**src/scsi_pkg.sv**
```systemverilog
// Package for the sorted coordinate set: field widths, parameter defaults
// and the command/status structs between controller and datapath.
// No dependencies.
package scsi_pkg;

  localparam int TABLE_ENTRIES_DEF = 4096;
  localparam int COORD_BITS_DEF    = 16;
  localparam int COORD_W           = 16;
  localparam int POS_W             = 13;

  typedef struct packed {
    logic load;
    logic search_rd;
    logic search_cmp;
    logic end_search;
    logic shift_step;
    logic write_key;
    logic load_out;
  } scsi_cmd_t;

  typedef struct packed {
    logic search_open;
    logic need_shift;
    logic shift_busy;
    logic out_free;
  } scsi_sts_t;

endpackage

```
**src/scsi_ctrl.sv**
```systemverilog
// Controller of the sorted coordinate set: sequences search probes,
// the entry shift, the key write and the result transfer.
// Depends on scsi_pkg.
module scsi_ctrl (
  input  logic                clk,
  input  logic                rst,
  input  logic                req_valid,
  output logic                req_ready,
  input  scsi_pkg::scsi_sts_t sts,
  output scsi_pkg::scsi_cmd_t cmd
);
  import scsi_pkg::*;

  typedef enum logic [2:0] {
    ST_IDLE,
    ST_SEARCH,
    ST_CMP,
    ST_SHIFT,
    ST_DONE
  } state_t;

  state_t state;
  state_t state_next;

  always_comb begin
    cmd        = '0;
    req_ready  = 1'b0;
    state_next = state;
    unique case (state)
      ST_IDLE: begin
        req_ready = 1'b1;
        if (req_valid) begin
          cmd.load   = 1'b1;
          state_next = ST_SEARCH;
        end
      end
      ST_SEARCH: begin
        if (sts.search_open) begin
          cmd.search_rd = 1'b1;
          state_next    = ST_CMP;
        end else begin
          cmd.end_search = 1'b1;
          state_next     = sts.need_shift ? ST_SHIFT : ST_DONE;
        end
      end
      ST_CMP: begin
        cmd.search_cmp = 1'b1;
        state_next     = ST_SEARCH;
      end
      ST_SHIFT: begin
        if (sts.shift_busy) begin
          cmd.shift_step = 1'b1;
        end else begin
          cmd.write_key = 1'b1;
          state_next    = ST_DONE;
        end
      end
      ST_DONE: begin
        if (sts.out_free) begin
          cmd.load_out = 1'b1;
          state_next   = ST_IDLE;
        end
      end
      default: state_next = ST_IDLE;
    endcase
  end

  always_ff @(posedge clk) begin
    if (rst) begin
      state <= ST_IDLE;
    end else begin
      state <= state_next;
    end
  end

  a_accept_idle: assert property (@(posedge clk) disable iff (rst)
    (req_valid && req_ready) |=> state == ST_SEARCH)
    else $error("transfer did not start a search");

  a_single_cmd: assert property (@(posedge clk) disable iff (rst)
    $onehot0(cmd)) else $error("more than one command at once");

  a_out_after_done: assert property (@(posedge clk) disable iff (rst)
    cmd.load_out |-> $past(state) == ST_DONE || $past(state) == ST_SEARCH
      || $past(state) == ST_SHIFT)
    else $error("result loaded without finishing a request");

endmodule

```
**config.mk**
```make
export PLATFORM = sky130hd
export DESIGN_NAME = scsi_ctrl
export DESIGN_NICKNAME = d
export VERILOG_FILES = /design/src/scsi_pkg.sv /design/src/scsi_ctrl.sv
export SDC_FILE = /design/constraint.sdc
export NUM_CORES = 1
export LEC_CHECK = 0
export BUFFER_PORTS_ARGS = -buffer_cell sky130_fd_sc_hd__buf_2
export CAP_MARGIN = 10
export CORE_AREA = 4 4 41 43
export DETAILED_ROUTE_END_ITERATION = 7
export DIE_AREA = 0 0 45 47
export PLACE_DENSITY_LB_ADDON = 0.12
export SLEW_MARGIN = 20
export SYNTH_ARGS = -nofsm -noshare
export SYNTH_HDL_FRONTEND = slang
export SYNTH_SLANG_ARGS = --single-unit
export TNS_END_PERCENT = 1
```
**constraint.sdc**
```tcl
create_clock -name clk -period 1.15 [get_ports clk]
set_input_delay 0.23 -clock clk [delete_from_list [all_inputs] [get_ports clk]]
set_output_delay 0.23 -clock clk [all_outputs]
set_load 0.02 [all_outputs]
```
==> impl_metrics.tcl <==
set metrics [dict create \
    clock_path_buffers 2 \
    avgRoutedWirePerCell_um 10.83 \
    grt_pass1_wl_um 1097 \
    worstPathMaxFanout 3 \
    grt_max_degree 8 \
    reg.largest.list "state (3)" \
    syn_avg_cell_area_um2 8.308 \
    synth-edff-count 0 \
    synthToLayoutAreaGrowth_pct 122.3 \
    ys_ff_latch 3 \
    top_usage_layer "met2" \
    chipHeight_um 47 \
    routed_wl_um 715 \
    synthFlopType "dfxtp_1" \
    fmax_ghz 0.7419 \
    hold_path_class "input pin to flip-flop" \
    status "finished with violations" \
    postCtsHoldBufs 0 \
    power_density_nw_per_um2 1068 \
    leakage_nw 0.2131 \
    antenna_found_initial 0 \
    crit_family "flip-flops" \
    drc 0 \
    period_share_pct 117.2 \
    clock-sinks 3 \
    grt-ovfl-total 0 \
    final_nets 59 \
    relSlewSlack_pct 86.56 \
    synth-simple-area-share_pct 51.20 \
    routed_via_density 4.258 \
    largest_register_ffs 3 \
    hpwlAfterDp_um 525 \
    max_stage_delay_ns 0.35 \
    crit_buf_inv 2 \
    cp.arrival_ns 1.12 \
    synth_area_leader_cell "dfxtp_1" \
    crit_top_cell "buf_6" \
    yosysTopAreaCellShare_pct 28.92 \
    use_met3_pct 1.916 \
    synthesis.area_um2 207.7 \
    path_cells "buf_6 -> nor3_4 -> and2_4 -> buf_6" \
    clk_pin_slew_ns 0.04 \
    netlist_top_cells_area "dfxtp_1, nor3_1, nor3b_1" \
    setup_slack_ns -0.1980 \
    gp_congestion 0.6942 \
    min_period_ns 1.348 \
    synthMuxAreaShare_pct 0 \
    cp_slowest_cell "dfxtp_4" \
    worstSetupEndpointType "output pin" \
    cts_tree "yes" \
    final-hold-violation-count 0 \
    finalMaxSlewViolations 0 \
    worst-setup-path-type "flip-flop to output pin" \
    start_util_pct 15.96 \
    syn_inst 25 \
    finalSetupTns_ns -1.281 \
    synth-compound-area-share_pct 12.65 \
    ys_types 18 \
    ant_nets 0 \
    top_register "state" \
    required_ns 0.92 \
    rsz0062_at_grt "yes" \
    grt_util_met2_pct 11.02 \
    startpoint_type "flip-flop" \
    seq_area_frac_synth_pct 28.92 \
    dp.cells 60 \
    antenna_cells 0 \
    synth_warnings 0 \
    die_area_um2 2115 \
    max-cap-violations 0 \
    core_area_um2 1301 \
    synth_fa_ha_area_share_pct 0 \
    rows 13 \
    synth_xor_area_share_pct 0 \
    vias 281 \
    synth_top_family_by_area "simple AND/OR/NAND/NOR gates" \
    pin_count 15 \
    syn-num-nets 32 \
    drt-initial-drc-count 2 \
    cts_buffers 3 \
    netlist_top_cells_count "dfxtp_1, nor2_1, nor3_1" \
    grt_usage_pct 7.650 \
    final_util_pct 35.48 \
    h-tree-depth 1 \
    clockRootBuffer "clkbuf_4" \
    setup_viol 9 \
    dr.pass1.iters 2 \
    grt_pass1_vias 286 \
    drive_gt1_share_pct 74.51 \
    portBuffers 14 \
    die_w_um 45 \
    use_met1_pct 8.597 \
    peakVddDrop_mv 0.3895 \
    tightest_slew_ns 0.1997 \
    clk_latency_ns 0.23 \
    violations "setup timing" \
    synthArstFlopShare_pct 0 \
    fin_skew_ns 0.001240 \
    instances_no_fill 66 \
]
report_power, final:
part,switching [mW],internal [mW]
Sequential,0.0124,0.113
Clock,0.0573,0.130
Combinational,0.0803,0.0997
Total,0.150,0.343
per-layer routing:
| layer | share of wire [%] | vias to the layer above |
|---|---|---|
| li1 | - | 142 |
| met1 | 42 | 127 |
| met2 | 50 | 12 |
| met3 | 8.3 | 0 |
| met4 | 0 | 0 |
| met5 | 0 | - |
path summary, 6_finish.rpt:
check	start	endpoint	slack [ns]	depth (start not counted)
setup / recovery	state[0]	cmd[6]	-0.20	4
hold / removal	rst	state[2]	0.19	2
setup reg to reg	state[1]	state[2]	-0.06	5
hold reg to reg	state[2]	state[0]	0.45	1
layout make-up:
cell class / instances / area, um^2
Fill cell: 141 / 839.6
Multi-Input combinational cell: 20 / 172.7
Timing Repair Buffer: 23 / 171.4
Sequential cell: 3 / 68.82
Clock buffer: 4 / 26.28
Tap cell: 15 / 18.77
Inverter: 1 / 3.754
cell usage in the layout, fill, tap and decap left out, drive strengths merged, types with 2 or more instances in the layout:
master,n
buf,23
nor3,3
nor2,3
dfxtp,3
clkbuf,4
nor3b,2
what timing repair did:
action                                  CTS  global route
setup buffers                             1             1
endpoints found under the setup margin    9            10
pin swaps                                 3             3
resized for setup                        16             6
worst reg2reg max path, cell delays in order (launching register included):
cell	delay, ns
dfxtp_4	0.38
or2b_1	0.25
buf_4	0.14
buf_6	0.10
a21o_1	0.16
a21oi_2	0.11
logic make-up after synthesis:
group,Yosys count
AO/OA/AOI/OAI,3
buffers and inverters,2
flip-flops,3
AND/OR/NAND/NOR,17
per-stage QoR:
step                power [mW]  cell area (um^2)  setup slack [ns]  hold WS, ns
floorplan               0.2012             222.7          -0.09325       0.2924
global placement        0.2627             352.8          -0.01744       0.4329
detailed placement      0.2629             352.8          -0.02492       0.4285
CTS                     0.4920             431.7           -0.2197       0.1740
global route            0.5254             461.7           -0.2621       0.1923
finish                  0.4929             461.7           -0.1980       0.1925
No activity file was read; power rests on OpenSTA's default activity.
